===== config.mk =====
export PLATFORM = sky130hd
export DESIGN_NAME = request_dedup_table_with_expiry
export DESIGN_NICKNAME = d
export VERILOG_FILES = /design/src/sv/rdt_pkg.sv /design/src/sv/request_dedup_table_with_expiry.sv /design/src/sv/rdt_ram.sv
export SDC_FILE = /design/constraint.sdc
export NUM_CORES = 2
export LEC_CHECK = 0
export BUFFER_PORTS_ARGS = -buffer_cell sky130_fd_sc_hd__buf_2
export CORE_ASPECT_RATIO = 1.5
export CORE_MARGIN = 4
export CORE_UTILIZATION = 52
export CTS_BUF_LIST = sky130_fd_sc_hd__clkbuf_8
export DETAILED_ROUTE_END_ITERATION = 10
export GPL_ROUTABILITY_DRIVEN = 0
export PLACE_DENSITY = 0.77
export SLEW_MARGIN = 15
export SYNTH_ARGS = -nofsm -noshare
export SYNTH_HDL_FRONTEND = slang
export SYNTH_SLANG_ARGS = --single-unit

===== constraint.sdc =====
create_clock -name clock -period 19.75 [get_ports clock]
set_clock_uncertainty 0.05 [all_clocks]
set_input_delay 1.975 -clock clock [delete_from_list [all_inputs] [get_ports clock]]
set_output_delay 1.975 -clock clock [all_outputs]
set_load 0.01 [all_outputs]

===== src/sv/rdt_pkg.sv =====
package rdt_pkg;

   // request kinds
   localparam logic KIND_LOOKUP = 1'b0;
   localparam logic KIND_INSERT = 1'b1;

   // result status codes
   localparam logic STATUS_DONE = 1'b0;
   localparam logic STATUS_FULL = 1'b1;

   // sequencer states
   typedef enum logic [2:0] {
      ST_IDLE,
      ST_INSERT,
      ST_LOOKUP,
      ST_DRAIN,
      ST_FINISH
   } rdt_state_type;

   // one stored table entry
   typedef struct packed {
      logic [31:0] source;
      logic [31:0] number;
      logic [63:0] expiry;
   } rdt_entry_type;

endpackage


===== src/sv/request_dedup_table_with_expiry.sv =====
// Sequence: an insert steps through the slots from slot 0 and writes the first free one, ending
// at the last slot when the table is full; a lookup reads every slot, then drains, before its response.
// Throughput: one transaction at a time; a new request is taken the cycle after the response
// is loaded, and the lookup scan is paced by the entry RAM's single read port
// reading one slot per cycle.
// Reset: synchronous; slot used bits clear at once (no clearing pass), entry RAM is not reset.
module request_dedup_table_with_expiry #(
   parameter int TABLE_DEPTH = 16
) (
   input  logic        clock,
   input  logic        reset,
   input  logic        req_valid,
   output logic        req_stall,
   input  logic        req_kind,
   input  logic [31:0] req_source_address,
   input  logic [31:0] req_broadcast_number,
   input  logic [63:0] req_expiry_time,
   input  logic [63:0] req_now_time,
   output logic        rsp_valid,
   input  logic        rsp_stall,
   output logic        rsp_hit,
   output logic        rsp_status
);

   localparam int IW = (TABLE_DEPTH > 1) ? $clog2(TABLE_DEPTH) : 1;
   localparam int EW = $bits(rdt_pkg::rdt_entry_type);

   rdt_pkg::rdt_state_type state_ff, state_in;

   logic [TABLE_DEPTH-1:0] used_ff, used_in;
   logic [IW-1:0]          idx_ff, idx_in;
   logic                   eval_valid_ff, eval_valid_in;
   logic [IW-1:0]          eval_idx_ff;
   logic                   hit_ff, hit_in;
   logic                   status_ff, status_in;
   logic                   rsp_valid_ff, rsp_valid_in;
   logic                   rsp_hit_ff, rsp_status_ff;

   // captured request
   logic        kind_ff;
   logic [31:0] source_ff;
   logic [31:0] number_ff;
   logic [63:0] expiry_ff;
   logic [63:0] now_ff;

   logic                  req_accept;
   logic                  rsp_load;
   logic                  last_idx;
   logic                  ram_wr_en;
   logic                  ram_rd_en;
   rdt_pkg::rdt_entry_type wr_entry;
   rdt_pkg::rdt_entry_type rd_entry;
   logic [EW-1:0]         rd_bits;

   assign req_stall  = (state_ff != rdt_pkg::ST_IDLE);
   assign req_accept = req_valid && !req_stall;
   assign last_idx   = (idx_ff == IW'(TABLE_DEPTH - 1));
   assign rsp_load   = (state_ff == rdt_pkg::ST_FINISH) && (!rsp_valid_ff || !rsp_stall);

   // entry storage
   assign wr_entry.source = source_ff;
   assign wr_entry.number = number_ff;
   assign wr_entry.expiry = expiry_ff;
   assign rd_entry        = rdt_pkg::rdt_entry_type'(rd_bits);

   rdt_ram #(
      .WIDTH(EW),
      .DEPTH(TABLE_DEPTH)
   ) u_entry_ram (
      .clock  (clock),
      .wr_en  (ram_wr_en),
      .wr_addr(idx_ff),
      .wr_data(wr_entry),
      .rd_en  (ram_rd_en),
      .rd_addr(idx_ff),
      .rd_data(rd_bits)
   );

   // next state
   always_comb begin
      state_in = state_ff;
      case (state_ff)
         rdt_pkg::ST_IDLE: begin
            if (req_accept) begin
               state_in = (req_kind == rdt_pkg::KIND_INSERT) ? rdt_pkg::ST_INSERT
                                                            : rdt_pkg::ST_LOOKUP;
            end
         end
         rdt_pkg::ST_INSERT: begin
            if (!used_ff[idx_ff] || last_idx) begin
               state_in = rdt_pkg::ST_FINISH;
            end
         end
         rdt_pkg::ST_LOOKUP: begin
            if (last_idx) begin
               state_in = rdt_pkg::ST_DRAIN;
            end
         end
         rdt_pkg::ST_DRAIN: begin
            state_in = rdt_pkg::ST_FINISH;
         end
         rdt_pkg::ST_FINISH: begin
            if (rsp_load) begin
               state_in = rdt_pkg::ST_IDLE;
            end
         end
         default: begin
            state_in = rdt_pkg::ST_IDLE;
         end
      endcase
   end

   // datapath control
   always_comb begin
      used_in       = used_ff;
      idx_in        = idx_ff;
      eval_valid_in = 1'b0;
      hit_in        = hit_ff;
      status_in     = status_ff;
      ram_wr_en     = 1'b0;
      ram_rd_en     = 1'b0;
      case (state_ff)
         rdt_pkg::ST_IDLE: begin
            if (req_accept) begin
               idx_in    = '0;
               hit_in    = 1'b0;
               status_in = rdt_pkg::STATUS_DONE;
            end
         end
         rdt_pkg::ST_INSERT: begin
            // first free slot takes the entry
            if (!used_ff[idx_ff]) begin
               ram_wr_en       = 1'b1;
               used_in[idx_ff] = 1'b1;
            end else if (last_idx) begin
               status_in = rdt_pkg::STATUS_FULL;
            end else begin
               idx_in = idx_ff + IW'(1);
            end
         end
         rdt_pkg::ST_LOOKUP: begin
            ram_rd_en     = 1'b1;
            eval_valid_in = 1'b1;
            if (!last_idx) begin
               idx_in = idx_ff + IW'(1);
            end
         end
         default: begin
         end
      endcase

      // slot read last cycle: purge if stale, else test for a match
      if (eval_valid_ff && used_ff[eval_idx_ff]) begin
         if (now_ff > rd_entry.expiry) begin
            used_in[eval_idx_ff] = 1'b0;
         end else if (rd_entry.source == source_ff && rd_entry.number == number_ff) begin
            hit_in = 1'b1;
         end
      end
   end

   // response register
   always_comb begin
      rsp_valid_in = rsp_valid_ff && rsp_stall;
      if (rsp_load) begin
         rsp_valid_in = 1'b1;
      end
   end

   // control registers
   always_ff @(posedge clock) begin
      if (reset) begin
         state_ff      <= rdt_pkg::ST_IDLE;
         used_ff       <= '0;
         eval_valid_ff <= 1'b0;
         rsp_valid_ff  <= 1'b0;
      end else begin
         state_ff      <= state_in;
         used_ff       <= used_in;
         eval_valid_ff <= eval_valid_in;
         rsp_valid_ff  <= rsp_valid_in;
      end
   end

   // payload registers
   always_ff @(posedge clock) begin
      idx_ff      <= idx_in;
      eval_idx_ff <= idx_ff;
      hit_ff      <= hit_in;
      status_ff   <= status_in;
      if (req_accept) begin
         kind_ff   <= req_kind;
         source_ff <= req_source_address;
         number_ff <= req_broadcast_number;
         expiry_ff <= req_expiry_time;
         now_ff    <= req_now_time;
      end
      if (rsp_load) begin
         rsp_hit_ff    <= hit_ff & (kind_ff == rdt_pkg::KIND_LOOKUP);
         rsp_status_ff <= status_ff;
      end
   end

   assign rsp_valid  = rsp_valid_ff;
   assign rsp_hit    = rsp_hit_ff;
   assign rsp_status = rsp_status_ff;

   // checks
   a_accept_leaves_idle: assert property (@(posedge clock) disable iff (reset)
      req_accept |=> (state_ff != rdt_pkg::ST_IDLE))
      else $error("request accepted but sequencer stayed idle");

   a_eval_in_scan: assert property (@(posedge clock) disable iff (reset)
      eval_valid_ff |-> (state_ff == rdt_pkg::ST_LOOKUP || state_ff == rdt_pkg::ST_DRAIN))
      else $error("slot evaluation outside lookup scan");

   a_full_only_when_full: assert property (@(posedge clock) disable iff (reset)
      (rsp_load && status_ff == rdt_pkg::STATUS_FULL) |-> (&used_ff))
      else $error("full status reported with a free slot");

   a_write_only_insert: assert property (@(posedge clock) disable iff (reset)
      ram_wr_en |-> (state_ff == rdt_pkg::ST_INSERT && !used_ff[idx_ff]))
      else $error("entry write outside insert into a free slot");

endmodule


===== src/sv/rdt_ram.sv =====
module rdt_ram #(
   parameter int WIDTH = 128,
   parameter int DEPTH = 16,
   localparam int AW = (DEPTH > 1) ? $clog2(DEPTH) : 1
) (
   input  logic             clock,
   input  logic             wr_en,
   input  logic [AW-1:0]    wr_addr,
   input  logic [WIDTH-1:0] wr_data,
   input  logic             rd_en,
   input  logic [AW-1:0]    rd_addr,
   output logic [WIDTH-1:0] rd_data
);

   logic [WIDTH-1:0] mem_ff [DEPTH];
   logic [WIDTH-1:0] rd_data_ff;

   // one write port, one registered read port
   always_ff @(posedge clock) begin
      if (wr_en) begin
         mem_ff[wr_addr] <= wr_data;
      end
      if (rd_en) begin
         rd_data_ff <= mem_ff[rd_addr];
      end
   end

   assign rd_data = rd_data_ff;

endmodule

* Yosys cells after proc, flatten, opt, wreduce, memory -nomap -nowiden
Memory sizes are Yosys's and may differ from the RTL's. A register that Yosys moved wholly into a read port is not among the register bits.
Cells that the tools add are included.
** Word-level totals
- Input port bits :: 197
- Flip-flop bits (word level) :: 226
- Memory bits (writable) :: 2048
- Memories kept :: 1
** Memories
- u_entry_ram.mem_ff :: words 16, bits a word 128, read ports 1, clocked after memory_dff 1, write ports 1, line rdt_ram.sv:15 : logic [WIDTH-1:0] mem_ff [DEPTH];
** Cells by class
- Magnitude comparators :: 5
- Bitwise operators :: 5
- Multiplexer cells :: 37
- Add/sub/neg operators :: 1
- Reduce and logical (&&, ||, !) cells :: 20
- Equality and inequality tests :: 13
** Operators by type and width (count)
- 32-bit == test :: 2
- 64-bit > comparator :: 1
- 16-bit 2-to-1 mux :: 4
- 1-bit 2-to-1 mux :: 18
- 16-bit AND :: 1
- 16-bit inverter :: 1
- 16-bit bitwise OR :: 1
- 3-bit one-hot mux with 5 select lines :: 1
- 3-bit 2-to-1 mux :: 4
- 4-bit 2-to-1 mux :: 3
- 2-bit inequality test, second input constant :: 6
- 4-bit one-hot mux with 3 select lines :: 1
- 4-bit by 5-bit less-than comparator with 1-bit output, second input constant :: 2
- 1-bit binary-select mux with 4-bit select :: 2
- 1-bit demux with 4-bit select :: 2
- 4-bit by 1-bit greater-or-equal comparator with 1-bit output, second input constant :: 2
- 4-bit AND reduction :: 2
- 1-bit logical AND :: 7
- 3-bit by 2-bit == test with 1-bit output, second input constant :: 2
- 3-bit nonzero test :: 2
- 4-bit by 1-bit adder with 4-bit output, second input constant :: 1
- 4-bit == test, second input constant :: 1
- 1-bit logical NOT :: 4
- 3-bit by 1-bit == test with 1-bit output, second input constant :: 1
- 9 further kinds :: 10

* Depth between registers and ports, before layout
- Depth in word-level cells :: 10
- Depth in mapped cells :: 9
- Depth with buffers taken out :: 9

* Modules after synthesis
A second synthesis with hierarchy kept.
** Unflattened totals
- Cells, all modules :: 4052
- Area, all modules :: 90748.3 um2
** By module, submodules not included
- rdt_ram :: cells each 3357, instances 1, area each 80731.2 um2, sequential area each 65342.7 um2
- request_dedup_table_with_expiry :: cells each 695, instances 1, area each 10017.1 um2, sequential area each 6526.3 um2

* Least setup slack after synthesis
Ideal clock, no wire load.
- Path type :: input to register
- From :: input port req_valid
- To :: register expiry_ff[0], enable pin
- Required time :: 18.948 ns
- Stages :: 2
- Slack :: 8.955 ns
- Buffers on the path :: 0
- Data arrival time :: 9.994 ns
- Path through :: inv_1 nor2_1
** Between the ends
- Cells in the longest elaborated chain, start to end :: 1
** Ends and longest elaborated chain
- from (decl) :: line request_dedup_table_with_expiry.sv:12 : input logic req_valid,
- 1-bit logical AND :: line request_dedup_table_with_expiry.sv:56 : assign req_accept = req_valid && !req_stall;
- via req_accept :: line request_dedup_table_with_expiry.sv:46 : logic req_accept;
- to (signal assigned) :: line request_dedup_table_with_expiry.sv:195 : expiry_ff <= req_expiry_time;
- to (decl) :: line request_dedup_table_with_expiry.sv:43 : logic [63:0] expiry_ff;
The timed path passes the listed nets, and every way through them passes these cells.
A chain may end at the register's enable or synchronous reset.

* Final worst setup path
- From :: register idx_ff[1]
- To :: memory u_entry_ram.mem_ff[7][86], enable pin
** Between the ends
- Cells in the longest elaborated chain, start to end :: 6
** Ends and longest elaborated chain
- from (decl) :: line request_dedup_table_with_expiry.sv:31 : logic [IW-1:0] idx_ff, idx_in;
- from (signal assigned) :: line request_dedup_table_with_expiry.sv:187 : idx_ff <= idx_in;
- 1-bit binary-select mux with 4-bit select :: line request_dedup_table_with_expiry.sv:132 : if (!used_ff[idx_ff]) begin
- 1-bit 2-to-1 mux (not written as such) :: line request_dedup_table_with_expiry.sv:132
- 1-bit 2-to-1 mux :: line request_dedup_table_with_expiry.sv:132
- 1-bit 2-to-1 mux :: line request_dedup_table_with_expiry.sv:122 : case (state_ff)
- 1-bit 2-to-1 mux :: line rdt_ram.sv:20 : if (wr_en) begin
- 1-bit 2-to-1 mux (not written as such) :: line rdt_ram.sv:21 : mem_ff[wr_addr] <= wr_data;
- to (decl) :: line rdt_ram.sv:15
Parallel ways exist; a longest one is shown, timed or not. The select of a mux whose other input is x is not followed.

==> out/qor.txt <==
outcome: complete, no violations
RSZ-0062 raised after global routing: false
Critical Path AT: 6.01 ns
LEAKAGE: 31.9 nW
H-tree Lvls: 5
cell row count: 187
Total Power: 10.2 mW
Crit Path Max Fanout: 168
vias in the first global route: 42,700
ys flop type: edfxtp_1
fin crit share: 0.279
Setup TNS: 0 ns
Max-Cap Viols: 0
critical path class: flop to flop
Via density: 6.14
post-route cell area: 101,000 um^2
top-level I/O count: 201
hold_buf cts: 0
CTS clk-pin slew, worst paths: 0.07 ns
routed wire length: 196,000 um
fmax: 0.182 GHz
CTS Buf Count: 352
register area share after synthesis: 0.796
Net Sw Power: 2.28 mW
initial antenna violation count: 14
most frequent cells in the layout: edfxtp_1 (2,376), mux4_2 (649), clkbuf_8 (364)
Int Power: 7.96 mW
clk sinks: 2,402
R2R Setup Slk: 14.24 ns
Clk pwr share: 0.359
mapped cell area: 90,300 um^2
Power Dens Cells: 102 nW/um^2
clk buf depth: 4
Post-Syn Area per Cell: 24.7 um^2
total track usage: 0.219
Area after DPL: 94,100 um^2
worst-skew pair later-pin latency: 1.03 ns
Die H: 518 um
Gate Count Post-Synth: 3,658
DRC errors left: 0
share of layout cells above drive strength 1: 0.319
Post-synth EDFFs: 2,376
Iter 0 DRT Violations: 5,048
die area: 181,000 um^2
Nets: 4,386
WP data required: 20.25 ns
min cycle time layout: 5.51 ns
drt wl/cell: 29.5 um
Chip Width: 348 um
Syn Nets: 3,923
switching share of power: 0.223
First-pass DRT Iterations: 5
HP Class: flop to flop
core area: 173,000 um^2
Hold Slack: 0.475 ns
CTS root buf: clkbuf_8
Setup crit end kind: flop
first-pass GRT wire length: 287,000 um
post-synthesis cell type count: 52
# setup viols final: 0
routed via count: 40,800
maximum vdd drop: 67.3 uV
async set or reset register ratio after synthesis: 0
Core Util, Final: 0.581
commonest non-fill, non-tap cell in the layout: edfxtp_1
Slew Limit Fails: 0
Area Growth Syn to Fin: 11.3%
largest net degree at the start of global routing: 169
remaining antenna violation count: 0
post-CTS sizing: 0
combinational share of power: 0.071
PortBufs: 200
Flop pwr share: 0.570
flops & latches, synth: 2,402
Worst Max-Slew Pin Slew: 1.11 ns
Setup crit start kind: flop
grt total ovfl: 0
Synth Warn #: 0
Final Hold Viols: 0
Initial Utilization: 0.523
Post-CTS Setup Bufs: 0
CTS tree: done
post-detail-place hpwl: 99,900 um
Slew headroom: 0.261
[routing by layer]
metal  part of all wire  track usage  vias to the layer above
li1                   -            -                    16600
met1               0.37        0.300                    21600
met2               0.51        0.360                     2282
met3              0.091       0.0458                      344
met4              0.026       0.0690                        4
met5            0.00011            0                        -
[stage by stage]
| step | worst slack, ns | cells |
|---|---|---|
| after floorplan | 8.95 | 3658 |
| after global placement | 14.32 | 6035 |
| after detailed placement | 14.27 | 6035 |
| after CTS | 14.22 | 6647 |
| after global routing | 14.05 | 6648 |
| final | 14.24 | 6648 |
[synthesized netlist by cell type (3+ instances only)]
master	instances	area share
nand4_1	24	0.0017
mux4_2	649	0.16
a21oi_1	36	0.0020
xor2_1	27	0.0026
a211oi_4	3	0.00066
a211oi_2	4	0.00055
nand2b_1	4	0.00028
a211oi_1	14	0.0012
xnor2_1	34	0.0033
buf_4	9	0.00075
nor4_1	13	0.00090
o21ai_0	10	0.00055
buf_6	6	0.00075
o21ai_1	3	0.00017
edfxtp_1	2376	0.79
buf_1	20	0.00083
dfxtp_1	26	0.0058
clkbuf_1	74	0.0031
ha_1	68	0.0094
nor2_1	35	0.0015
nor3_1	13	0.00072
nand2_1	26	0.0011
buf_2	44	0.0024
inv_1	79	0.0033
and2_1	15	0.0010
nand3_1	7	0.00039
a21o_1	6	0.00050
a221oi_1	3	0.00029
[layout make-up]
type                       instances  area [um^2]
tap                             2268         2840
timing repair buffer             262         1590
clock buffer                     364         5010
multi-input combinational       1024        17500
antenna                            1         2.50
clock inverter                   248         1390
fill                           11800        72400
sequential                      2402        71900
inverter                          79          302
[cells by family (layout without fill, tap and decap cells)]
kind of cell,Yosys count,in the layout,share of synthesized area
other,0,1,0
buffers and inverters,232,953,0.0111
AND/OR/NAND/NOR,154,154,0.00922
AO/OA/AOI/OAI,91,91,0.00692
adder cells (fa/ha/maj),68,68,0.00942
XOR/XNOR,61,61,0.00591
multiplexers,650,650,0.162
flip-flops,2402,2402,0.796
[state kept, by name, summed over array words and instances, names as in the netlist]
signal / count
idx_ff: 4
u_entry_ram.mem_ff: 2048
u_entry_ram.rd_data: 128
kind_ff: 1
eval_valid_ff: 1
source_ff: 32
status_ff: 1
now_ff: 64
used_ff: 16
rsp_status: 1
hit_ff: 1
rsp_hit: 1
rsp_valid: 1
state_ff: 3
eval_idx_ff: 4
expiry_ff: 64
number_ff: 32
[critical path: stages, from the launching register on]
cell,delay [ns]
edfxtp_1,0.36
buf_4,0.70
buf_12,0.80
mux4_2,0.46
nor4b_2,0.44
and2_4,0.67
buf_4,0.65
buf_4,0.72
[power by group through the flow]
stage          sequential [mW]  clock [mW]  combinational, mW
2_1_floorplan             5.91           0              0.547
3_3_place_gp              5.94           0              0.729
3_5_place_dp              5.95           0              0.740
4_1_cts                   5.84        3.75              0.742
5_1_grt                   5.85        4.01              0.779
6_report                  5.84        3.67              0.727
[final timing paths]
| path | from | endpoint | cells after the start |
|---|---|---|---|
| max | idx_ff[1] | u_entry_ram.mem_ff[7][86] | 7 |
| min | used_ff[8] | used_ff[8] | 2 |
| max reg2reg | idx_ff[1] | u_entry_ram.mem_ff[7][86] | 7 |
| min reg2reg | used_ff[8] | used_ff[8] | 2 |
No activity file was read; power rests on OpenSTA's default activity.
